## src/rtl/core/rgm_pkg.sv

```systemverilog
// ----------------------------------------------------------------------------
// rgm_pkg
// Shared widths, constants, register indexes and quotient saturation for the
// gamut map to gray pipeline.
// ----------------------------------------------------------------------------
package rgm_pkg;

    localparam int FRAC_BITS = 16;
    localparam int INT_BITS  = 3;
    localparam int VAL_W     = FRAC_BITS + INT_BITS + 1;   // pixel channel
    localparam int WGT_W     = FRAC_BITS + 1;              // weights, factor
    localparam int CFG_IDX_W = 2;
    localparam int Y_W       = VAL_W + 2;                  // luminance
    localparam int D_W       = VAL_W + 3;                  // channel minus luma
    localparam int DEN_W     = D_W + 1;                    // divisor magnitude
    localparam int NUM_W     = D_W + 1 + FRAC_BITS;        // dividend magnitude
    localparam int QT_W      = VAL_W + 1;                  // quotient bits kept
    localparam int DIV_LAT   = QT_W + 1;                   // divider stages
    localparam int TDATA_W   = ((3 * VAL_W + 7) / 8) * 8;

    localparam logic [WGT_W-1:0] ONE = {1'b1, {FRAC_BITS{1'b0}}};

    localparam logic [WGT_W-1:0] RST_WEIGHT_RED   = WGT_W'((64'd13933 << FRAC_BITS) >> 16);
    localparam logic [WGT_W-1:0] RST_WEIGHT_GREEN = WGT_W'((64'd46871 << FRAC_BITS) >> 16);
    localparam logic [WGT_W-1:0] RST_WEIGHT_BLUE  = WGT_W'((64'd4732 << FRAC_BITS) >> 16);
    localparam logic [WGT_W-1:0] RST_SAT_FACTOR   = WGT_W'((64'd19661 << FRAC_BITS) >> 16);

    typedef enum logic [CFG_IDX_W-1:0] {
        REG_WEIGHT_RED   = 2'd0,
        REG_WEIGHT_GREEN = 2'd1,
        REG_WEIGHT_BLUE  = 2'd2,
        REG_SAT_FACTOR   = 2'd3
    } cfg_idx_t;

    // Apply sign to a quotient magnitude and clamp to the channel range.
    function automatic logic [VAL_W-1:0] sat_quot(input logic [QT_W-1:0] mag,
                                                  input logic            ovf,
                                                  input logic            neg);
        logic [QT_W-1:0] pos_lim;
        logic [QT_W-1:0] neg_lim;
        logic [QT_W-1:0] r;
        pos_lim = QT_W'((64'd1 << (VAL_W - 1)) - 64'd1);
        neg_lim = QT_W'(64'd1 << (VAL_W - 1));
        if (neg) begin
            r = (ovf || mag > neg_lim) ? -neg_lim : -mag;
        end else begin
            r = (ovf || mag > pos_lim) ? pos_lim : mag;
        end
        return r[VAL_W-1:0];
    endfunction

endpackage

```

## src/rtl/core/rgm_div.sv

```systemverilog
// ----------------------------------------------------------------------------
// rgm_div
// Pipelined restoring divider, one quotient bit per stage. Flags dividends
// whose quotient does not fit the kept quotient bits.
// ----------------------------------------------------------------------------
module rgm_div (
    input  logic                        aclk,
    input  logic                        en,
    input  logic [rgm_pkg::NUM_W-1:0]   num_i,
    input  logic [rgm_pkg::DEN_W-1:0]   den_i,
    output logic [rgm_pkg::QT_W-1:0]    quo_o,
    output logic                        ovf_o
);
    localparam int QT_W  = rgm_pkg::QT_W;
    localparam int NUM_W = rgm_pkg::NUM_W;
    localparam int DEN_W = rgm_pkg::DEN_W;
    localparam int CMP_W = DEN_W + QT_W;

    logic [NUM_W-1:0] rem_reg [0:QT_W-1];
    logic [DEN_W-1:0] den_reg [0:QT_W-1];
    logic [QT_W-1:0]  quo_reg [0:QT_W];
    logic             ovf_reg [0:QT_W];

    always_ff @(posedge aclk) begin
        if (en) begin
            rem_reg[0] <= num_i;
            den_reg[0] <= den_i;
            quo_reg[0] <= '0;
            ovf_reg[0] <= (CMP_W'(num_i) >= {den_i, {QT_W{1'b0}}});
        end
    end

    for (genvar k = 1; k <= QT_W; k++) begin : g_bit
        localparam int B = QT_W - k;
        logic [CMP_W-1:0] trial;
        logic             fit;

        assign trial = CMP_W'(den_reg[k-1]) << B;
        assign fit   = CMP_W'(rem_reg[k-1]) >= trial;

        always_ff @(posedge aclk) begin
            if (en) begin
                quo_reg[k] <= quo_reg[k-1] | (fit ? (QT_W'(1) << B) : '0);
                ovf_reg[k] <= ovf_reg[k-1];
            end
        end

        if (k < QT_W) begin : g_carry
            always_ff @(posedge aclk) begin
                if (en) begin
                    rem_reg[k] <= fit ? NUM_W'(CMP_W'(rem_reg[k-1]) - trial)
                                      : rem_reg[k-1];
                    den_reg[k] <= den_reg[k-1];
                end
            end
        end
    end

    assign quo_o = quo_reg[QT_W];
    assign ovf_o = ovf_reg[QT_W];

endmodule

```

## config.mk

```make
export PLATFORM = sky130hd
export DESIGN_NAME = rgm_div
export DESIGN_NICKNAME = d
export VERILOG_FILES = /design/src/rtl/core/rgm_pkg.sv /design/src/rtl/core/rgm_div.sv
export SDC_FILE = /design/constraint.sdc
export NUM_CORES = 2
export LEC_CHECK = 0
export BUFFER_PORTS_ARGS = -buffer_cell sky130_fd_sc_hd__buf_2
export CAP_MARGIN = 20
export CORE_MARGIN = 2
export CORE_UTILIZATION = 40
export CTS_BUF_LIST = sky130_fd_sc_hd__clkbuf_2 sky130_fd_sc_hd__clkbuf_4 sky130_fd_sc_hd__clkbuf_8
export DETAILED_ROUTE_END_ITERATION = 8
export GPL_ROUTABILITY_DRIVEN = 0
export PLACE_DENSITY = 0.54
export SYNTH_ARGS = -nofsm -noshare
export SYNTH_HDL_FRONTEND = slang
export SYNTH_SLANG_ARGS = --single-unit
```

## constraint.sdc

```tcl
create_clock -name aclk -period 4.47 [get_ports aclk]
set_input_delay 0.6705 -clock aclk [delete_from_list [all_inputs] [get_ports aclk]]
set_output_delay 0.6705 -clock aclk [all_outputs]
set_load 0.02 [all_outputs]
```

=== Yosys cells after proc, flatten, opt, wreduce, memory -nomap -nowiden ===
Memory sizes are Yosys's and may differ from the RTL's.
Cells that the tools add are included.

* Bitwise gates (word level): 21
* Order comparisons: 22
* Multiplexer cells: 43
* Add/subtract/negate cells: 20

{| class="wikitable"
|+ Operator list
! cell !! count
|-
| $mux 40 || 20
|-
| $sub 40x40->40 || 5
|-
| $ge 40x45->1 || 1
|-
| $ge 40x44->1 || 1
|-
| $ge 40x43->1 || 1
|-
| $ge 40x42->1 || 1
|-
| $ge 40x41->1 || 1
|-
| $ge 40x24->1 || 1
|-
| $ge 40x25->1 || 1
|-
| $ge 40x26->1 || 1
|-
| $ge 40x27->1 || 1
|-
| $ge 40x28->1 || 1
|-
| $ge 40x29->1 || 1
|-
| $ge 40x30->1 || 1
|-
| $ge 40x31->1 || 1
|-
| $ge 40x32->1 || 1
|-
| $ge 40x33->1 || 1
|-
| $ge 40x34->1 || 1
|-
| $ge 40x35->1 || 1
|-
| $ge 40x36->1 || 1
|-
| $ge 40x37->1 || 1
|-
| $ge 40x38->1 || 1
|-
| $ge 40x39->1 || 1
|-
| $ge 40x40->1 || 1
|-
| 57 further kinds || 59
|}

* Bits in writable memories: 1828
* Flip-flop bits (word level): 0
* Word-level logic and storage cells: 110
* Output and inout port bits: 22
* Bits of input ports: 66
* Memories: 4

{| class="wikitable"
|+ Memory list
! memory !! words !! bits a word !! rd ports !! clocked after Yosys merged registers in !! wr ports !! line !! text
|-
| rem_reg || 21 || 40 || 21 || 0 || 21 || rgm_div.sv:19 || <nowiki>logic [NUM_W-1:0] rem_reg [0:QT_W-1];</nowiki>
|-
| den_reg || 21 || 24 || 21 || 0 || 21 || rgm_div.sv:20 || <nowiki>logic [DEN_W-1:0] den_reg [0:QT_W-1];</nowiki>
|-
| quo_reg || 22 || 21 || 22 || 0 || 22 || rgm_div.sv:21 || <nowiki>logic [QT_W-1:0] quo_reg [0:QT_W];</nowiki>
|-
| ovf_reg || 22 || 1 || 22 || 0 || 22 || rgm_div.sv:22 || <nowiki>logic ovf_reg [0:QT_W];</nowiki>
|}

=== Logic depth before layout (Yosys ltp) ===
An unclocked memory read counts as a cell.

* Depth after elaboration: 4
* Depth in mapped cells: 15
* Depth with buffers taken out: 14

=== Least setup slack after synthesis ===
OpenSTA, ideal clock, no wires.

* Path type: reg2reg
* Start point: mem rem_reg[15][5] (netlist name)
* End point: mem rem_reg[16][33] (netlist name) (data pin)
* Setup time: 262 ps
* Arrival time: 3078 ps
* Slack: 1130 ps
* Stages on the path, launching flop included: 16
* Data required time: 4208 ps
* Path buffers: 1
* Clock period less this slack: 3340 ps
* Cells stage by stage: edfxtp_1 -> inv_1 -> ha_1 -> inv_1 -> fa_1 -> a211oi_2 -> o21ai_2 -> a31oi_2 -> o21ai_2 -> a22o_1 -> o41a_1 -> a221o_1 -> or2_1 -> buf_6 -> nor3_2 -> xor2_1

{| class="wikitable"
|+ RTL lines
! element !! line
|-
| from (decl) || rgm_div.sv:19
|}

==> reports/results.tsv <==
stage	metric	value	unit
synth	netlist_area	81900	µm²
power	power_density	576	nW/µm²
floorplan	die_w	457	µm
power	clkPwrFrac	25.1	%
timing	final_hold_viol_count	0	
synth	synth_edf_count	1597	
worst_setup_path	worstSetupStartpointType	register	
final_layout	fin_cells	10096	
job	drv_cap	0	
worst_hold_path	min_path_type	input port to register	
timing	max_slew.worst_pin.slew	1100	ps
timing	hold-worst-slack	208	ps
synth	synthTopCellsByArea	edfxtp_1 (59%), ha_1 (7.8%), inv_1 (3.1%)	
global_routing	grt_pass1_wl	291	mm
status	run_status	finished clean	
synth	synth_top_area_share	58.5	%
place	dpl_worst_slack	323	ps
routing	drtAntennaViolNets	0	
synth	async_reset_ff_share	0	%
timing	drv_slew	0	
timing	min_period_over_period	89.6	%
synth	synth-seq-cells	1597	
synth	synth_ff_type	edfxtp_1	
timing	tns	0	ps
routing	dr.pass1.iters	6	
global_routing	grt.total_usage	17.5	%
floorplan	start_util	40.1	%
timing	fin_skew	99.0	ps
power	p_leak	35.9	nW
synth	syn_inst	6792	
timing	grt_setup_unrepaired	no	
cts	cts_tree	done	
cts	cts_resized	0	
place	io_buffers	87	
global_routing	grt_max_degree	164	
floorplan	io-pin-count	88	
final_layout	largest_reg_flops	840	
routing	vias	52568	
final_layout	fill_cells	18650	
synth	avgSynthCellArea	12.1	µm²
global_routing	grt_pass1_vias	53705	
floorplan	die_h	457	µm
final_layout	area_growth_syn_to_layout	12.6	%
worst_setup_path	arrival	4690	ps
floorplan	dieArea	208000	µm²
cts	clk_latency	990	ps
routing	routedWlPerCell	18.3	µm
worst_setup_path	end_kind	register	
routing	route.detailed.drc	0	
cts	cts_setup_buffers	0	
timing	min_period	4000	ps
power	p_sw	17.8	mW
place	dpl.hpwl	136	mm
synth	ys_types	96	
cts	path_clk_slew	60	ps
routing	routed_wl	185	mm
final_layout	fin_nets	7797	
synth	synth_top_area_cell	edfxtp_1	
floorplan	rows	166	
power	ir_drop	0.314	mV
timing	finalSetupViolCount	0	
power	p_int	35.4	mW
routing	drtIter0Drc	3618	
final_layout	drive_above_1_share	11.0	%
worst_setup_path	cp.required	5150	ps
synth	synth_seq_area_share	58.5	%
timing	timing.slew.headroom	25.8	%
final_layout	fin_area	92200	µm²
cts	ctsLongestPathBuffers	4	
timing	fmax	250	MHz
cts	cts_sinks	1597	
timing	layout_setup_ws	467	ps
floorplan	coreArea	204000	µm²
synth	synth_warnings	0	
cts	root_buffer	clkbuf_8	
place	placed_area	86100	µm²
global_routing	grt.overflow.total	0	
cts	h-tree-depth	5	
synth	syn-num-nets	7391	
routing	viasPerCell	5.21	
worst_setup_path	crit_fanout	40	
power	swShare	33.4	%
power	pwr-share-comb	33.4	%
power	seq_power_share	41.5	%
cts	numCtsBuffers	303	
worst_setup_path	critPathKind	register to register	
global_routing	antenna_found_initial	5	
place	placed_cells	9516	
==> critical path: stages (launching register included) <==
cell and delay (ps):
edfxtp_1 380, inv_1 60, ha_1 400, nor4b_1 640, nand4_1 160, nor4_1 840
buf_4 240, nor3_1 60, o211a_1 340, buf_4 300, mux2_2 310
==> per-layer routing <==
metal / vias up / wire length [µm] / track usage, %
met5: - / 0 / 0
met4: 0 / 7570 / 7.73
met3: 438 / 7030 / 2.94
met2: 1018 / 97000 / 32.6
met1: 25193 / 73400 / 19.5
li1: 25919 / - / -
==> worst paths after layout <==
check / cells after the start / end / from / slack (ps)
setup reg to reg: 10 / rem_reg[9][16] / den_reg[2][2] / 470
setup / recovery: 10 / rem_reg[9][16] / den_reg[2][2] / 470
hold reg to reg: 0 / quo_reg[2][50] / quo_reg[2][29] / 380
hold / removal: 1 / rem_reg[9][36] / en / 210
==> per-stage QoR <==
step                power (mW)  utilization [%]
global placement          39.5             42.1
finish                    53.1             45.2
floorplan                 35.0                -
detailed placement        39.9             42.1
CTS                       53.6             45.2
global route              56.7             45.2
==> cells in the final DEF, fill, tap and decap left out, types with 88 or more instances in the layout <==
cell,instances
a21o_1,205
mux2_2,114
a21oi_1,493
inv_1,667
nand2_1,450
buf_2,88
xnor2_1,267
clkbuf_8,308
ha_1,513
nand3_1,91
o21ai_0,416
edfxtp_1,1597
nor2_1,383
nor3_1,99
xor2_1,210
nor4_1,89
==> layout make-up <==
class	instances	area (µm²)	area share [%]
diodes	4	10.0	0.0109
clock buffers	391	4860	5.27
clock inverters	120	643	0.697
inverters	669	2510	2.72
multi-input cells	4387	30800	33.5
flip-flops and latches	1597	48000	52.0
well taps	2688	3360	3.65
repair buffers	240	2020	2.19
==> synthesized netlist by cell type, drive strengths merged, types with 22 or more instances <==
cell / count
a211oi: 40
clkbuf: 68
ha: 513
o21a: 84
nand4: 80
edfxtp: 1597
or4: 31
xor2: 210
o211ai: 27
o31ai: 38
inv: 668
nand2: 450
nand3: 92
or2: 30
nor2: 385
o21ai: 438
and2: 22
nand2b: 86
mux2: 130
a31oi: 46
nor2b: 81
a21o: 206
xnor2: 267
or3: 42
buf: 71
nor4: 93
o21bai: 61
and3: 43
a21oi: 498
nor3: 108
==> kinds of logic (layout without fill, tap and decap cells) <==
logic type,count (synthesis),count (layout),share of synthesized area (%)
flops,1597,1597,58.5
other cells,0,4,0
buf+inv,808,1420,3.90
simple gates,1617,1617,9.82
xor+xnor,477,477,5.10
compound gates,1615,1615,12.3
mux,145,145,2.00
fa+ha+maj,533,533,8.32
==> power by group through the flow <==
stage / clock [mW] / combinational (mW) / sequential [mW]
floorplan: 0 / 13.4 / 21.6
global placement: 0 / 17.2 / 22.3
detailed placement: 0 / 17.6 / 22.3
CTS: 13.9 / 17.7 / 22.0
global route: 14.5 / 19.9 / 22.3
finish: 13.3 / 17.8 / 22.0
==> repair_timing <==
| item | CTS | global route |
|---|---|---|
| endpoints found under the hold margin | 65 | 0 |
| hold buffers | 64 | 0 |
| setup endpoints to repair | 0 | 0 |
Power figures use the tool's default switching activity.
